[config.mk]
export PLATFORM = sky130hd
export DESIGN_NAME = expiring_key_table_oldest_evict_core
export DESIGN_NICKNAME = d
export VERILOG_FILES = /design/src/rtl/ekt_pkg.sv /design/src/rtl/expiring_key_table_oldest_evict_core.sv /design/src/rtl/ekt_ram.sv /design/src/rtl/ekt_alu.sv
export SDC_FILE = /design/constraint.sdc
export NUM_CORES = 2
export LEC_CHECK = 0
export BUFFER_PORTS_ARGS = -buffer_cell sky130_fd_sc_hd__clkbuf_2
export CAP_MARGIN = 20
export CORE_MARGIN = 2
export CORE_UTILIZATION = 35
export DETAILED_ROUTE_END_ITERATION = 7
export GPL_ROUTABILITY_DRIVEN = 1
export PLACE_DENSITY = 0.61
export SLEW_MARGIN = 20
export SYNTH_ARGS = -nofsm -noshare
export SYNTH_HDL_FRONTEND = slang
export SYNTH_HIERARCHICAL = 1
export SYNTH_SLANG_ARGS = --single-unit
[constraint.sdc]
create_clock -name i_clk -period 44.7 [get_ports i_clk]
set_input_delay 2.235 -clock i_clk [delete_from_list [all_inputs] [get_ports i_clk]]
set_output_delay 2.235 -clock i_clk [all_outputs]
set_load 0.005 [all_outputs]
[src/rtl/ekt_pkg.sv]
// ============================================================================
// ekt_pkg
// Shared types and constants for the expiring key table.
// ============================================================================
package ekt_pkg;

    localparam int CAPACITY   = 16;
    localparam int KEY_W      = 64;
    localparam int STAMP_W    = 64;
    localparam int EXP_W      = 32;
    localparam int OCC_W      = 5;
    localparam int CMD_W      = 2;
    localparam int CFG_IDX_W  = 1;
    localparam int CFG_DATA_W = 32;
    localparam int ENTRY_W    = KEY_W + STAMP_W;
    localparam int CNT_W      = $clog2(CAPACITY + 1);
    localparam int IDX_W      = (CAPACITY > 1) ? $clog2(CAPACITY) : 1;

    localparam logic [CMD_W-1:0] CMD_MARK  = 2'd0;
    localparam logic [CMD_W-1:0] CMD_QUERY = 2'd1;
    localparam logic [CMD_W-1:0] CMD_CLEAR = 2'd2;

    localparam logic [CFG_IDX_W-1:0] CFG_IPV4_ENABLED = 1'd0;
    localparam logic [CFG_IDX_W-1:0] CFG_EXPIRY_MS    = 1'd1;

    localparam logic [EXP_W-1:0] EXPIRY_RESET = 32'd60000;

    typedef struct packed {
        logic [CMD_W-1:0]   cmd;
        logic [KEY_W-1:0]   key_hash;
        logic [STAMP_W-1:0] now_ms;
    } t_in_item;

    typedef struct packed {
        logic             hit;
        logic [OCC_W-1:0] occupancy;
    } t_out_item;

    typedef enum logic [1:0] {
        OP_EQ  = 2'd0,
        OP_LT  = 2'd1,
        OP_AGE = 2'd2
    } t_alu_op;

    typedef struct packed {
        t_alu_op            op;
        logic [STAMP_W-1:0] a;
        logic [STAMP_W-1:0] b;
    } t_alu_req;

endpackage

[src/rtl/expiring_key_table_oldest_evict_core.sv]
// ============================================================================
// expiring_key_table_oldest_evict_core
// Ordered table of keys with time stamps; lookup, refresh, expiry and
// oldest-stamp eviction run by a sequencer around one shared compare unit.
// ============================================================================
// Clear, ignored mark or unused command go straight to DONE; queries and
//   marks scan the table first. One item at a time: the next item is taken
//   the cycle after the result loads; each scan step is one RAM read plus
//   one pass through the shared compare unit.
// Reset: synchronous, active low; table empty, marks disabled, expiry 60000.
//   The entry RAM is not cleared; only entries below the count are read.
module expiring_key_table_oldest_evict_core (
    input  logic                               i_clk,
    input  logic                               i_rst_n,
    input  logic                               i_cfg_we,
    input  logic [ekt_pkg::CFG_IDX_W-1:0]      i_cfg_idx,
    input  logic [ekt_pkg::CFG_DATA_W-1:0]     i_cfg_data,
    input  logic                               i_in_valid,
    output logic                               o_in_ready,
    input  ekt_pkg::t_in_item                  i_in_item,
    output logic                               o_out_valid,
    input  logic                               i_out_ready,
    output ekt_pkg::t_out_item                 o_out_item
);
    import ekt_pkg::*;

    // Sequencer states
    //   FIND   : walk entries comparing keys
    //   AGE    : check age of the matching entry (query)
    //   MIN    : walk a full table for the oldest stamp
    //   DROP   : start removal at r_pos
    //   SHIFT  : move entries above r_pos down by one
    //   APPEND : write new entry at the tail
    //   DONE   : hand result to the output register
    typedef enum logic [7:0] {
        S_IDLE   = 8'b0000_0001,
        S_FIND   = 8'b0000_0010,
        S_AGE    = 8'b0000_0100,
        S_MIN    = 8'b0000_1000,
        S_DROP   = 8'b0001_0000,
        S_SHIFT  = 8'b0010_0000,
        S_APPEND = 8'b0100_0000,
        S_DONE   = 8'b1000_0000
    } t_state;

    t_state               r_state, n_state;
    logic [CNT_W-1:0]     r_count, n_count;
    logic [IDX_W-1:0]     r_idx, n_idx;
    logic [IDX_W-1:0]     r_pos, n_pos;
    logic [STAMP_W-1:0]   r_stamp, n_stamp;
    logic                 r_hit, n_hit;
    logic [CMD_W-1:0]     r_cmd;
    logic [KEY_W-1:0]     r_key;
    logic [STAMP_W-1:0]   r_now;
    logic                 r_ipv4;
    logic [EXP_W-1:0]     r_expiry;
    logic                 r_out_valid;
    t_out_item            r_out;

    // entry RAM: {key, stamp}
    logic                 ram_we;
    logic [IDX_W-1:0]     ram_waddr;
    logic [ENTRY_W-1:0]   ram_wdata;
    logic [IDX_W-1:0]     ram_raddr;
    logic [ENTRY_W-1:0]   ram_rdata;
    logic [KEY_W-1:0]     rd_key;
    logic [STAMP_W-1:0]   rd_stamp;

    t_alu_req             alu_req;
    logic                 alu_flag;

    logic                 in_fire;
    logic                 out_load;
    logic                 is_mark;
    logic [CNT_W-1:0]     last_idx;
    logic [CNT_W-1:0]     idx_ext;
    logic [CNT_W-1:0]     pos_ext;
    logic [CNT_W:0]       idx_p1;
    logic [CNT_W:0]       idx_p2;
    logic [CNT_W:0]       pos_p1;

    assign rd_key   = ram_rdata[ENTRY_W-1 -: KEY_W];
    assign rd_stamp = ram_rdata[STAMP_W-1:0];

    assign o_in_ready  = (r_state == S_IDLE);
    assign in_fire     = i_in_valid && o_in_ready;
    assign o_out_valid = r_out_valid;
    assign o_out_item  = r_out;

    assign is_mark  = (r_cmd == CMD_MARK);
    assign last_idx = r_count - CNT_W'(1);
    assign idx_ext  = CNT_W'(r_idx);
    assign pos_ext  = CNT_W'(r_pos);
    assign idx_p1   = {1'b0, idx_ext} + (CNT_W+1)'(1);
    assign idx_p2   = {1'b0, idx_ext} + (CNT_W+1)'(2);
    assign pos_p1   = {1'b0, pos_ext} + (CNT_W+1)'(1);

    ekt_ram #(
        .WIDTH (ENTRY_W),
        .DEPTH (CAPACITY)
    ) u_ram (
        .i_clk   (i_clk),
        .i_we    (ram_we),
        .i_waddr (ram_waddr),
        .i_wdata (ram_wdata),
        .i_raddr (ram_raddr),
        .o_rdata (ram_rdata)
    );

    ekt_alu u_alu (
        .i_req   (alu_req),
        .i_limit (r_expiry),
        .o_flag  (alu_flag)
    );

    always_comb begin
        n_state   = r_state;
        n_count   = r_count;
        n_idx     = r_idx;
        n_pos     = r_pos;
        n_stamp   = r_stamp;
        n_hit     = r_hit;
        ram_we    = 1'b0;
        ram_waddr = r_idx;
        ram_wdata = {r_key, r_now};
        ram_raddr = '0;
        alu_req   = '{op: OP_EQ, a: rd_key, b: r_key};
        out_load  = 1'b0;

        case (r_state)
            S_IDLE: begin
                if (in_fire) begin
                    n_hit = 1'b0;
                    n_idx = '0;
                    case (i_in_item.cmd)
                        CMD_CLEAR: begin
                            n_count = '0;
                            n_state = S_DONE;
                        end
                        CMD_MARK: begin
                            if (!r_ipv4) begin
                                n_state = S_DONE;
                            end else if (r_count == '0) begin
                                n_state = S_APPEND;
                            end else begin
                                n_state = S_FIND;
                            end
                        end
                        CMD_QUERY: begin
                            n_state = (r_count == '0) ? S_DONE : S_FIND;
                        end
                        default: n_state = S_DONE;
                    endcase
                end
            end

            S_FIND: begin
                // rd_key holds entry r_idx
                alu_req = '{op: OP_EQ, a: rd_key, b: r_key};
                if (alu_flag) begin
                    n_pos   = r_idx;
                    n_stamp = rd_stamp;
                    if (is_mark) begin
                        ram_we    = 1'b1;
                        ram_waddr = r_idx;
                        n_state   = S_DONE;
                    end else begin
                        n_state = S_AGE;
                    end
                end else if (idx_ext == last_idx) begin
                    if (!is_mark) begin
                        n_state = S_DONE;
                    end else if (r_count == CNT_W'(CAPACITY)) begin
                        n_idx   = '0;
                        n_state = S_MIN;
                    end else begin
                        n_state = S_APPEND;
                    end
                end else begin
                    n_idx     = IDX_W'(idx_p1);
                    ram_raddr = IDX_W'(idx_p1);
                end
            end

            S_AGE: begin
                alu_req = '{op: OP_AGE, a: r_now, b: r_stamp};
                if (alu_flag) begin
                    n_state = S_DROP;
                end else begin
                    n_hit   = 1'b1;
                    n_state = S_DONE;
                end
            end

            S_MIN: begin
                // strict less-than: earliest entry wins a tie
                alu_req = '{op: OP_LT, a: rd_stamp, b: r_stamp};
                if ((r_idx == '0) || alu_flag) begin
                    n_stamp = rd_stamp;
                    n_pos   = r_idx;
                end
                if (idx_ext == last_idx) begin
                    n_state = S_DROP;
                end else begin
                    n_idx     = IDX_W'(idx_p1);
                    ram_raddr = IDX_W'(idx_p1);
                end
            end

            S_DROP: begin
                if (pos_ext == last_idx) begin
                    n_count = r_count - CNT_W'(1);
                    n_state = is_mark ? S_APPEND : S_DONE;
                end else begin
                    n_idx     = r_pos;
                    ram_raddr = IDX_W'(pos_p1);
                    n_state   = S_SHIFT;
                end
            end

            S_SHIFT: begin
                // ram_rdata holds entry r_idx+1
                ram_we    = 1'b1;
                ram_waddr = r_idx;
                ram_wdata = ram_rdata;
                if (idx_p2 < {1'b0, r_count}) begin
                    n_idx     = IDX_W'(idx_p1);
                    ram_raddr = IDX_W'(idx_p2);
                end else begin
                    n_count = r_count - CNT_W'(1);
                    n_state = is_mark ? S_APPEND : S_DONE;
                end
            end

            S_APPEND: begin
                ram_we    = 1'b1;
                ram_waddr = IDX_W'(r_count);
                n_count   = r_count + CNT_W'(1);
                n_state   = S_DONE;
            end

            S_DONE: begin
                if (!r_out_valid || i_out_ready) begin
                    out_load = 1'b1;
                    n_state  = S_IDLE;
                end
            end

            default: n_state = S_IDLE;
        endcase
    end

    always_ff @(posedge i_clk) begin
        if (!i_rst_n) begin
            r_state     <= S_IDLE;
            r_count     <= '0;
            r_idx       <= '0;
            r_pos       <= '0;
            r_hit       <= 1'b0;
            r_ipv4      <= 1'b0;
            r_expiry    <= EXPIRY_RESET;
            r_out_valid <= 1'b0;
        end else begin
            r_state <= n_state;
            r_count <= n_count;
            r_idx   <= n_idx;
            r_pos   <= n_pos;
            r_hit   <= n_hit;
            if (i_cfg_we) begin
                case (i_cfg_idx)
                    CFG_IPV4_ENABLED: r_ipv4   <= i_cfg_data[0];
                    CFG_EXPIRY_MS:    r_expiry <= i_cfg_data[EXP_W-1:0];
                    default: ;
                endcase
            end
            if (out_load) begin
                r_out_valid <= 1'b1;
            end else if (i_out_ready) begin
                r_out_valid <= 1'b0;
            end
        end
    end

    // payload registers
    always_ff @(posedge i_clk) begin
        r_stamp <= n_stamp;
        if (in_fire) begin
            r_cmd <= i_in_item.cmd;
            r_key <= i_in_item.key_hash;
            r_now <= i_in_item.now_ms;
        end
        if (out_load) begin
            r_out.hit       <= r_hit;
            r_out.occupancy <= OCC_W'(r_count);
        end
    end

endmodule

[src/rtl/ekt_ram.sv]
// ============================================================================
// ekt_ram
// Single write port, single read port RAM with registered read data.
// ============================================================================
module ekt_ram #(
    parameter int WIDTH = 8,
    parameter int DEPTH = 16,
    localparam int AW = (DEPTH > 1) ? $clog2(DEPTH) : 1
) (
    input  logic             i_clk,
    input  logic             i_we,
    input  logic [AW-1:0]    i_waddr,
    input  logic [WIDTH-1:0] i_wdata,
    input  logic [AW-1:0]    i_raddr,
    output logic [WIDTH-1:0] o_rdata
);

    logic [WIDTH-1:0] r_mem [DEPTH];

    always_ff @(posedge i_clk) begin
        if (i_we) begin
            r_mem[i_waddr] <= i_wdata;
        end
    end

    always_ff @(posedge i_clk) begin
        o_rdata <= r_mem[i_raddr];
    end

endmodule

[src/rtl/ekt_alu.sv]
// ============================================================================
// ekt_alu
// Shared 64-bit compare unit: key equality, stamp order, age limit.
// ============================================================================
module ekt_alu (
    input  ekt_pkg::t_alu_req              i_req,
    input  logic [ekt_pkg::EXP_W-1:0]      i_limit,
    output logic                           o_flag
);
    import ekt_pkg::*;

    logic [STAMP_W-1:0] diff;

    // wrapping age: now - stamp, modulo 2^64
    assign diff = i_req.a - i_req.b;

    always_comb begin
        case (i_req.op)
            OP_EQ:   o_flag = (i_req.a == i_req.b);
            OP_LT:   o_flag = (i_req.a < i_req.b);
            OP_AGE:  o_flag = (diff > {{(STAMP_W - EXP_W){1'b0}}, i_limit});
            default: o_flag = 1'b0;
        endcase
    end

endmodule

# Word level (Yosys, flattened, before mapping)
# Memories as Yosys holds them, arrays and structs flattened. A register that Yosys moved wholly into a read port is not among the register bits.
# Index checks and enable logic that the tools add are counted.
# op_classes
addsub	6
order_cmp	3
n_eq_ne	32
mux	58
n_bitwise	1
reduce_logical	22
# op_table
cell	n
case mux 130 bit (2 select lines)	1
two-way mux 128 bit	1
two-way mux 64 bit	2
case mux 64 bit (2 select lines)	1
two-way mux 8 bit	13
equality test 64 bit	1
greater-than comparator 64 x 32 -> 1 bit	1
< comparator 64 bit	1
case mux 8 bit (8 select lines)	1
subtractor 64 bit	1
two-way mux 4 bit	15
inequality test 2 bit (second input constant)	11
two-way mux 5 bit	4
case mux 4 bit (5 select lines)	1
case mux 5 bit (4 select lines)	1
case mux 4 bit (4 select lines)	1
case mux 8 bit (2 select lines)	1
two-way mux 7 bit	2
equality test 4 x 5 -> 1 bit	2
two-way mux 1 bit	10
AND reduction 5 bit	2
inequality test 3 bit (second input constant)	3
adder 4 x 1 -> 4 bit (second input constant)	2
equality test 8 x 1 -> 1 bit (second input constant)	1
32 further kinds	43
# word_totals
reg_bits	256
ramBits	2048
out_inout_bits	8
n_memories	1
# memory_table
memory	depth	word_bits	rd	rd_clocked_by_memory_dff	wr	line	source
u_ram.r_mem	16	128	1	1	1	ekt_ram.sv:18	logic [WIDTH-1:0] r_mem [DEPTH];

# Depth between registers and ports, before layout
# depth
depth_word	9
depth_mapped	48
ltp_nobuf	41

# Modules after synthesis
# Netlist, hierarchy kept.
# modules_own_cells
mod	n_inst	cells_per_inst	area_each_um2	seq_area_each_um2
ekt_ram	1	3365	79331.1	64061.4
expiring_key_table_oldest_evict_core	1	1409	12719.7	7126.8
ekt_alu	1	899	5675.4	0.0

# Worst setup path before layout
# Ideal clock, no wire load.
# synth_timing
kind	register -> register
start	register r_state[6]
end	memory u_ram/r_mem[0][0] (netlist bit), enable pin
arrival_ns	15.248
setup_slack_ns	28.680
path_stages_with_launch	40
path_buffers	3
synth_period_minus_slack_ns	16.020
cell_sequence	dfxtp_1 > buf_2 > or3_4 > or4_4 > buf_6 > buf_2 > a222oi_1 > inv_1 > inv_1 > ha_1 > inv_1 > fa_1 > a21o_1 > a221o_1 > a21oi_1 > nor2_1 > nor2_1 > o221ai_1 > [... 4 more ...] > xor2_1 > ha_1 > nand4_1 > nor3_1 > a221oi_1 > o211ai_1 > a221o_1 > a21oi_1 > nand4_1 > nor4_1 > nand4_1 > nor4_1 > nor2_1 > ha_1 > nand2_1 > nand3_1 > or3b_2 > nor3_1
# synth_lines
element	line	source
start, declared	expiring_key_table_oldest_evict_core.sv:46	t_state r_state, n_state;
start signal, assigned	expiring_key_table_oldest_evict_core.sv:264	r_state <= n_state;
end, declared	ekt_ram.sv:18	

==> impl_metrics.tcl <==
set metrics [dict create \
    dpl_worst_slack_ns 31.73 \
    path_common_cell "buf_4" \
    crit_fanout 86 \
    vias 54900 \
    syn-cell-area_mm2 0.0977 \
    synth.area.top_cells "edfxtp_1, mux4_2, dfxtp_1" \
    fin_setup_tns_ns 0 \
    slew_violations 0 \
    clock_latency_ns 0.92 \
    worst-endpoint-required_ns 45.46 \
    syn_avg_cell_area_um2 17.2 \
    drive_gt1_share_pct 19.5 \
    post_cts_buffers 0 \
    antenna_left 0 \
    post_synth_inst_count 5673 \
    async_reset_ff_share_pct 0 \
    coreArea_mm2 0.279 \
    fp.dieW_um 532 \
    cts_resized 0 \
    detail_route.wirelength_um 290000 \
    worst_hold_path.endpoint "r_expiry[16]" \
    rr_endpoint "u_ram/o_rdata[77]" \
    relSlewSlack_pct 6.65 \
    drc 19 \
    dieArea_mm2 0.283 \
    wire_per_inst_um 29.6 \
    cts-root-buf "clkbuf_16" \
    rows 194 \
    h-tree-depth 4 \
    grt_pass1_vias 54200 \
    first_pass_iters 8 \
    synth_edf_count 2248 \
    cts_tree "built" \
    clkTransAtPathRegs_ns 0.06 \
    yosysTopAreaCell "edfxtp_1" \
    antenna_found_initial 12 \
    final-setup-viol-count 0 \
    max_stage_delay_ns 0.90 \
    min_from "r_expiry[16]" \
    maxCapViolCount 0 \
    r2r_start "r_state[6]" \
    grt_max_degree 135 \
    start_util_pct 35.1 \
    port_buffers 175 \
    num_io_pins 176 \
    worst-r2r-cell-count 39 \
    ys.warnings.count 6 \
    fin_nets 6149 \
    overflow 0 \
    static-leakage-power_nw 36.0 \
    dr.first_iter.drc_count 6923 \
    worstHoldPathCells 2 \
    gp_congestion 0.920 \
    syn-num-nets 5952 \
    cts_buffers 233 \
    ir_drop_uv 30.8 \
    viasPerCell 5.61 \
    hp-class "reg2reg" \
    fmaxAchievable_ghz 0.0763 \
    cp-start-kind "flop" \
    die_y_um 532 \
    area_delta_synth_final_pct 13.5 \
    synth_cell_type_count 97 \
    path_buf_inv 9 \
    synth.top_cell.area_share_pct 69.1 \
    cts.sinks 2432 \
    worstSetupPathType "reg2reg" \
    hpwlAfterDp_um 170000 \
    cp-end-kind "flop" \
    violations "design-rule violations" \
    timing.final.crit_period_ns 13.11 \
    worst_pin_slew_ns 1.40 \
    ys.flop_type "edfxtp_1" \
    arrival_ns 13.87 \
    rsz0062_at_grt "no" \
    seq_area_frac_synth_pct 72.8 \
    clock_skew_ns 0.0749 \
    reg2reg_slack_ns 31.59 \
    ys_seq_elements 2432 \
    power.density_mw_per_mm2 43.5 \
    track_usage_pct 20.0 \
    ctsHoldBuffers 0 \
    hold_violations 0 \
    grt_pass1_wl_um 409000 \
    setup_ws_ns 31.59 \
    crit_family "buffers and inverters" \
    status "finished with violations" \
    finalCritPeriodShare_pct 29.3 \
    cp_slowest_cell "buf_4" \
    clock_path_buffers 4 \
]
==> cell usage in the layout, fill, tap and decap left out, drive strengths merged, types with 8 or more instances in the layout <==
master and instances:
a222oi 64, clkinv 82, clkbuf 472, nor2b 20, a21o 24, nand3 53
a22oi 225, nand4 47, nand2b 15, o22ai 26, o21ai 75, nor4 15
o21a 13, nand2 864, nor3 39, edfxtp 2248, mux2i 101, nor2 100
dfxtp 184, and3 10, clkinvlp 15, o21bai 12, or3 9, inv 205
a21oi 161, xor2 30, or4 8, mux4 476, bufinv 33, ha 110
xnor2 31, a211oi 35, o211ai 30, buf 99, and2 10
==> worst min-delay path, stage by stage (launching register included) <==
cell     delay [ns]
dfxtp_1        0.31
nand2_1        0.05
a21oi_1        0.05
==> cell families (layout without fill, tap and decap cells) <==
logic type	count (synthesis)	count (layout)	share of synthesized area [%]
adder cells (fa/ha/maj)	111	111	1.43
AND/OR/NAND/NOR	1228	1228	5.41
AO/OA/AOI/OAI	748	748	5.46
XOR/XNOR	62	62	0.571
other	0	2	0
multiplexers	578	578	12.0
buffers and inverters	514	906	2.27
flip-flops	2432	2432	72.8
==> final cells by class <==
class / count / area [um^2]
Clock buffer: 297 / 6290
Antenna cell: 2 / 5.00
Tap cell: 3724 / 4660
Timing Repair Buffer: 274 / 1830
Clock inverter: 133 / 1590
Inverter: 202 / 768
Fill cell: 25200 / 168000
Sequential cell: 2432 / 71200
Multi-Input combinational cell: 2727 / 24600
==> layer usage <==
metal	track usage, %	vias to the layer above	part of all wire (%)
li1	-	22800	-
met1	27.1	28900	40
met2	32.3	2709	47
met3	2.62	482	7.9
met4	8.37	2	4.6
met5	0	-	0.0045
==> worst max-delay path by stage <==
stage | slack [ns] | start | to | cells after the start
finish | 31.59 | r_state[6] | u_ram/o_rdata[77] | 39
detailed placement | 31.73 | r_state[6] | u_ram/o_rdata[77] | 38
global route | 30.55 | r_state[5] | u_ram/o_rdata[84] | 39
floorplan | 28.68 | r_state[6] | u_ram/r_mem[0][0] | 39
global placement | 32.16 | r_state[5] | u_ram/o_rdata[23] | 38
CTS | 31.66 | r_state[6] | u_ram/o_rdata[84] | 38
==> through the flow <==
step | total power (W) | utilization [%] | hold WS, ns | cell area [um^2] | cells
CTS | 0.00485 | 39.8 | 0.457 | 111000 | 9787
finish | 0.00482 | 39.8 | 0.456 | 111000 | 9791
detailed placement | 0.00283 | 36.9 | 0.449 | 103000 | 9357
floorplan | 0.00272 | - | 0.406 | 97700 | 5673
global route | 0.00496 | 39.8 | 0.477 | 111000 | 9790
global placement | 0.00282 | 36.9 | 0.446 | 103000 | 9356
==> report_power, final <==
| group | total (W) | internal [W] | switching, W |
|---|---|---|---|
| sequential | 0.00258 | 0.00254 | 0.0000415 |
| clock | 0.00204 | 0.00119 | 0.000852 |
| combinational | 0.000205 | 0.0000551 | 0.000150 |
==> cells in the mapped netlist (14+ instances only) <==
library cell and n:
mux2i_1 101, xnor2_1 31, a22oi_1 225, buf_6 16, a21oi_1 161, o211ai_1 30, a21o_1 24, edfxtp_1 2248
xor2_1 30, nand4_1 47, nand2_1 864, ha_1 110, o21ai_0 63, o22ai_1 25, nand2b_1 15, buf_2 65
nor2b_1 20, dfxtp_1 184, nor2_1 97, nor3_1 38, a211oi_1 31, a222oi_1 64, nand3_1 53, inv_1 200
mux4_2 476, clkbuf_1 201, buf_1 14
==> registers in the layout, summed over array words and instances, names as in the netlist <==
register and count:
r_now 64, r_expiry 32, u_ram/o_rdata 128, r_key 64, r_idx 4, r_state 8, o_out_valid 1, o_out_item 6
r_pos 4, r_cmd 2, u_ram/r_mem 2048, r_count 5, r_hit 1, r_ipv4 1, r_stamp 64
No activity file was read; power rests on OpenSTA's default activity.
